[config.mk]
export PLATFORM = sky130hd
export DESIGN_NAME = nbt_cell
export DESIGN_NICKNAME = d
export VERILOG_FILES = /design/src/nbt_pkg.sv /design/src/nbt_cell.sv
export SDC_FILE = /design/constraint.sdc
export NUM_CORES = 1
export LEC_CHECK = 0
export BUFFER_PORTS_ARGS = -buffer_cell sky130_fd_sc_hd__buf_2
export CAP_MARGIN = 20
export CORE_AREA = 2 2 177 179
export CTS_CLUSTER_SIZE = 24
export DETAILED_ROUTE_END_ITERATION = 10
export DIE_AREA = 0 0 179 181
export PLACE_DENSITY = 0.68
export SLEW_MARGIN = 20
export SYNTH_ARGS = -nofsm -noshare
export SYNTH_HDL_FRONTEND = slang
export SYNTH_SLANG_ARGS = --single-unit
[constraint.sdc]
create_clock -name clk -period 12.5 [get_ports clk]
set_clock_uncertainty 0.1 [all_clocks]
set_input_delay 3.125 -clock clk [delete_from_list [all_inputs] [get_ports clk]]
set_output_delay 3.125 -clock clk [all_outputs]
set_load 0.02 [all_outputs]
[src/nbt_pkg.sv]
// Package with types, codes and sizing constants for the NAT64 binding table.
`default_nettype none
package nbt_pkg;

  // Table geometry: cells are grouped so that each group resolves its own priority.
  localparam int ENTRIES    = 256;
  localparam int GRP        = 16;
  localparam int NGRP       = ENTRIES / GRP;
  localparam int GRP_CNT_W  = $clog2(GRP + 1);
  localparam int CNT_W      = 9;

  // Request codes.
  localparam logic [2:0] REQ_ADD    = 3'd0;
  localparam logic [2:0] REQ_FIND6  = 3'd1;
  localparam logic [2:0] REQ_FIND4  = 3'd2;
  localparam logic [2:0] REQ_REMOVE = 3'd3;
  localparam logic [2:0] REQ_RANGE  = 3'd4;
  localparam logic [2:0] REQ_FLUSH  = 3'd5;

  // Protocol code that is never stored.
  localparam logic [1:0] PROTO_BAD = 2'd3;

  // Status codes.
  localparam logic [2:0] ST_OK       = 3'd0;
  localparam logic [2:0] ST_INVAL    = 3'd1;
  localparam logic [2:0] ST_NOTFOUND = 3'd2;
  localparam logic [2:0] ST_EXISTS   = 3'd3;
  localparam logic [2:0] ST_FULL     = 3'd4;

  typedef struct packed {
    logic [2:0]  req_type;
    logic [1:0]  proto;
    logic [63:0] v6_addr_hi;
    logic [63:0] v6_addr_lo;
    logic [15:0] v6_port;
    logic [31:0] v4_addr;
    logic [15:0] v4_port;
    logic [5:0]  prefix_len;
    logic [15:0] port_max;
  } req_t;

  typedef struct packed {
    logic [2:0]       status;
    logic [63:0]      hit_v6_addr_hi;
    logic [63:0]      hit_v6_addr_lo;
    logic [15:0]      hit_v6_port;
    logic [31:0]      hit_v4_addr;
    logic [15:0]      hit_v4_port;
    logic [CNT_W-1:0] proto_count;
  } rsp_t;

  // Per-cell match flags, also used for the priority chain.
  typedef struct packed {
    logic m6;
    logic m4;
    logic free;
  } flags_t;

  // Data a cell drives onto the OR reduction.
  typedef struct packed {
    logic        rm_ok;
    logic [63:0] v6_hi;
    logic [63:0] v6_lo;
    logic [15:0] v6_port;
    logic [31:0] v4_addr;
    logic [15:0] v4_port;
  } hit_t;

  typedef enum logic [2:0] {
    CMD_NONE,
    CMD_WRITE,
    CMD_DROP1,
    CMD_DROPRNG,
    CMD_FLUSH
  } cell_cmd_t;

  typedef enum logic [1:0] {
    HS_NONE,
    HS_V6,
    HS_V4
  } hsel_t;

  typedef enum logic [3:0] {
    S_IDLE,
    S_CMP,
    S_PRI,
    S_SEL,
    S_OUT1,
    S_OUT2,
    S_ACT,
    S_CNT1,
    S_CNT2,
    S_DONE
  } state_t;

endpackage
`default_nettype wire

[src/nbt_cell.sv]
// One table entry: storage, key compares and its link in the priority chain.
`default_nettype none
module nbt_cell (
  input  wire                 clk,
  input  wire                 rst_n,
  input  nbt_pkg::req_t       req,
  input  wire  [31:0]         rng_mask,
  input  nbt_pkg::hsel_t      hsel,
  input  nbt_pkg::cell_cmd_t  cmd,
  input  nbt_pkg::flags_t     grp_lower,
  input  nbt_pkg::flags_t     chain_in,
  output nbt_pkg::flags_t     chain_out,
  output nbt_pkg::hit_t       hit,
  output logic                cnt_bit
);
  import nbt_pkg::*;

  logic        valid_r;
  logic [1:0]  proto_r;
  logic [63:0] v6_hi_r;
  logic [63:0] v6_lo_r;
  logic [15:0] v6_port_r;
  logic [31:0] v4_addr_r;
  logic [15:0] v4_port_r;

  flags_t flags_nxt, flags_r, first_r;
  logic   rng_nxt, rng_r;
  logic   sel;

  // Key compares against the request held at the top level.
  always_comb begin
    flags_nxt.m6 = valid_r && (proto_r == req.proto) && (v6_hi_r == req.v6_addr_hi) &&
                   (v6_lo_r == req.v6_addr_lo) && (v6_port_r == req.v6_port);
    flags_nxt.m4 = valid_r && (proto_r == req.proto) && (v4_addr_r == req.v4_addr) &&
                   (v4_port_r == req.v4_port);
    flags_nxt.free = !valid_r;
    rng_nxt = valid_r && (((v4_addr_r ^ req.v4_addr) & rng_mask) == 32'd0) &&
              (v4_port_r >= req.v4_port) && (v4_port_r <= req.port_max);
  end

  // Match flags and first-match marks are refreshed every cycle.
  always_ff @(posedge clk) begin
    flags_r <= flags_nxt;
    rng_r   <= rng_nxt;
    first_r <= flags_r & ~chain_in & ~grp_lower;
  end

  // Pass the "seen a lower match" marks to the next cell.
  assign chain_out = chain_in | flags_r;

  // Payload drives the reduction only from the selected cell; rm_ok is not gated.
  always_comb begin
    unique case (hsel)
      HS_V6:   sel = first_r.m6;
      HS_V4:   sel = first_r.m4;
      default: sel = 1'b0;
    endcase
    hit.rm_ok   = first_r.m4 && flags_r.m6;
    hit.v6_hi   = sel ? v6_hi_r   : 64'd0;
    hit.v6_lo   = sel ? v6_lo_r   : 64'd0;
    hit.v6_port = sel ? v6_port_r : 16'd0;
    hit.v4_addr = sel ? v4_addr_r : 32'd0;
    hit.v4_port = sel ? v4_port_r : 16'd0;
  end

  assign cnt_bit = valid_r && (proto_r == req.proto);

  // Valid bit updates.
  always_ff @(posedge clk) begin
    if (!rst_n) begin
      valid_r <= 1'b0;
    end else begin
      unique case (cmd)
        CMD_WRITE:   if (first_r.free) valid_r <= 1'b1;
        CMD_DROP1:   if (first_r.m4 && flags_r.m6) valid_r <= 1'b0;
        CMD_DROPRNG: if (rng_r) valid_r <= 1'b0;
        CMD_FLUSH:   valid_r <= 1'b0;
        default:     valid_r <= valid_r;
      endcase
    end
  end

  // Entry payload, written only when this cell is the lowest free one.
  always_ff @(posedge clk) begin
    if ((cmd == CMD_WRITE) && first_r.free) begin
      proto_r   <= req.proto;
      v6_hi_r   <= req.v6_addr_hi;
      v6_lo_r   <= req.v6_addr_lo;
      v6_port_r <= req.v6_port;
      v4_addr_r <= req.v4_addr;
      v4_port_r <= req.v4_port;
    end
  end

endmodule
`default_nettype wire

==> impl_metrics.tcl <==
set metrics [dict create \
    cp_max_fo 106 \
    die_x_um 179 \
    power.density_nw_per_um2 114 \
    setup_tns_ns 0 \
    wl_per_cell_um 19.1 \
    status "finished clean" \
    synth.largest_area_cell "edfxtp_1" \
    htreeDepth 1 \
    insertion_delay_ns 0.54 \
    finalHoldViolations 0 \
    grt.total_usage 0.192 \
    antenna_left 0 \
    worst_setup_path_start_kind "primary input" \
    irDropWorstVdd_v 0.0000821 \
    leakagePower_nw 6.30 \
    max_cap_violations 0 \
    tightest_slew_ns 0.899 \
    io_buffers 451 \
    cp.arrival_ns 5.70 \
    cts_buffer_depth 3 \
    synth_top_area_frac 0.565 \
    critPathCaptureType "output port" \
    fp.coreArea_um2 30300 \
    wirelength_um 32300 \
    async_reset_ff_frac 0 \
    synth_nets 1113 \
    rows 64 \
    synthesis.area_um2 10300 \
    worstPathRequired_ns 9.27 \
    area_growth_pct 34.0 \
    grt_pass1_wl_um 47100 \
    post_cts_resized 0 \
    slew_viol_final 0 \
    grt_max_degree 107 \
    finalSetupViolCount 0 \
    die-area_um2 32400 \
    vias_per_cell 4.73 \
    clock_tree.root_cell "clkbuf_16" \
    clkTransAtPathRegs_ns 0.06 \
    cts_hold_buf 0 \
    ys_types 37 \
    nets 1575 \
    drive_above_1_share 0.382 \
    max_freq_ghz 0.112 \
    synth-edff-count 194 \
    whs_ns 0.370 \
    path_class "in -> out" \
    initial_core_util 0.340 \
    numCtsBuffers 25 \
    post-route-min-period_ns 8.93 \
    overflow 0 \
    rsz0062_at_grt "false" \
    drtPass1Iterations 4 \
    syn_inst 815 \
    yosysMostFrequentCell "edfxtp_1" \
    finalWeightedCongestion 0.862 \
    dp_hpwl_um 25200 \
    grt_pass1_vias 8161 \
    hold_class "reg -> reg" \
    cts_setup_buffers 0 \
    synth_commonest_cells "edfxtp_1, and2_1, xor2_1" \
    synthTopCellsByArea "edfxtp_1, xor2_1, and2_1" \
    yosysWarningCount 0 \
    cts_tree "built" \
    period_share 0.714 \
    ioPinCount 461 \
    synthFlopType "edfxtp_1" \
    cts_sinks 202 \
    avgSynthCellArea_um2 12.7 \
    drcViolationCount 0 \
    antenna_found_initial 8 \
    ys_seq_area_frac 0.580 \
    maxSlewHeadroom 0.400 \
    via_count 8007 \
    die_h_um 181 \
    drt_iter0_markers 395 \
    synth-seq-cells 202 \
]
## critical path, cell delays in order
cell and delay, ns:
buf_2 0.09, inv_1 0.04, ha_1 0.43, nor2_4 0.14
buf_4 0.51, buf_4 0.74, and2_1 0.30, buf_2 0.19
## routing by layer
metal,track usage,up-vias,wire length [um]
met2,0.338,348,15600
met4,0.0589,4,1040
li1,-,3828,-
met1,0.221,3772,12500
met3,0.0596,55,3120
met5,0,-,19
## registers in the layout (all words and copies together) (netlist names)
signal,flops
v6_lo_r,64
rng_r,1
v4_port_r,16
v6_hi_r,64
valid_r,1
v6_port_r,16
first_r,3
v4_addr_r,32
flags_r,3
proto_r,2
## cell usage in the layout, fill, tap and decap left out, types with 4 or more instances in the layout
cell type / instances
buf_2: 451
edfxtp_1: 194
and2_1: 186
xor2_1: 161
nor4_1: 43
inv_1: 42
ha_1: 34
clkbuf_16: 25
nand4_1: 20
a22oi_1: 11
a21oi_1: 11
nor3_1: 10
xnor2_1: 10
nand3_1: 8
clkbuf_1: 8
dfxtp_1: 8
a21o_1: 6
nand2_1: 6
clkinv_1: 5
buf_4: 5
nor3b_1: 4
nor2_1: 4
o21ai_0: 4
## metrics by stage
stage / cells / instance area, um^2 / total power [mW] / worst slack, ns / util
4_1_cts: 1691 / 13800 / 1.59 / 3.50 / 0.455
3_5_place_dp: 1646 / 13000 / 0.884 / 3.50 / 0.430
6_report: 1694 / 13800 / 1.57 / 3.57 / 0.455
2_1_floorplan: 815 / 10300 / 0.815 / 4.02 / -
5_1_grt: 1692 / 13800 / 1.63 / 3.35 / 0.455
3_3_place_gp: 1646 / 13000 / 0.881 / 3.46 / 0.430
## cell families after synthesis
group	after synthesis	synth area share
simple gates	292	0.173
flops	202	0.580
xor+xnor	171	0.145
buf+inv	63	0.0229
compound gates	52	0.0363
fa+ha+maj	34	0.0412
mux	1	0.00109
## path summary, 6_finish.rpt
kind                                               from                  to  slack, ns  depth (start not counted)
worst max-delay path                            hsel[0]            hit[160]       3.57                          8
worst min-delay path                 flags_r[0]$_DFF_P_  first_r[0]$_DFF_P_       0.37                          1
worst max register to register  v4_port_r[14]$_DFFE_PP_       rng_r$_DFF_P_       9.78                          6
worst min register to register       flags_r[0]$_DFF_P_  first_r[0]$_DFF_P_       0.37                          1
## power breakdown
group | total (mW) | internal, mW | leakage (nW) | switching [mW]
clock network | 0.701 | 0.410 | 0.375 | 0.291
registers | 0.755 | 0.751 | 1.82 | 0.00428
logic | 0.114 | 0.0541 | 4.10 | 0.0596
total | 1.57 | 1.22 | 6.30 | 0.355
## layout make-up
| cell class | instances | area (um^2) |
|---|---|---|
| inverter | 42 | 158 |
| multi-input combinational | 550 | 4100 |
| sequential | 202 | 5990 |
| antenna | 3 | 7.51 |
| clock inverter | 12 | 121 |
| timing repair buffer | 456 | 2290 |
| clock buffer | 33 | 656 |
| fill | 2844 | 16500 |
| tap | 396 | 495 |
No activity file was read; power rests on OpenSTA's default activity.
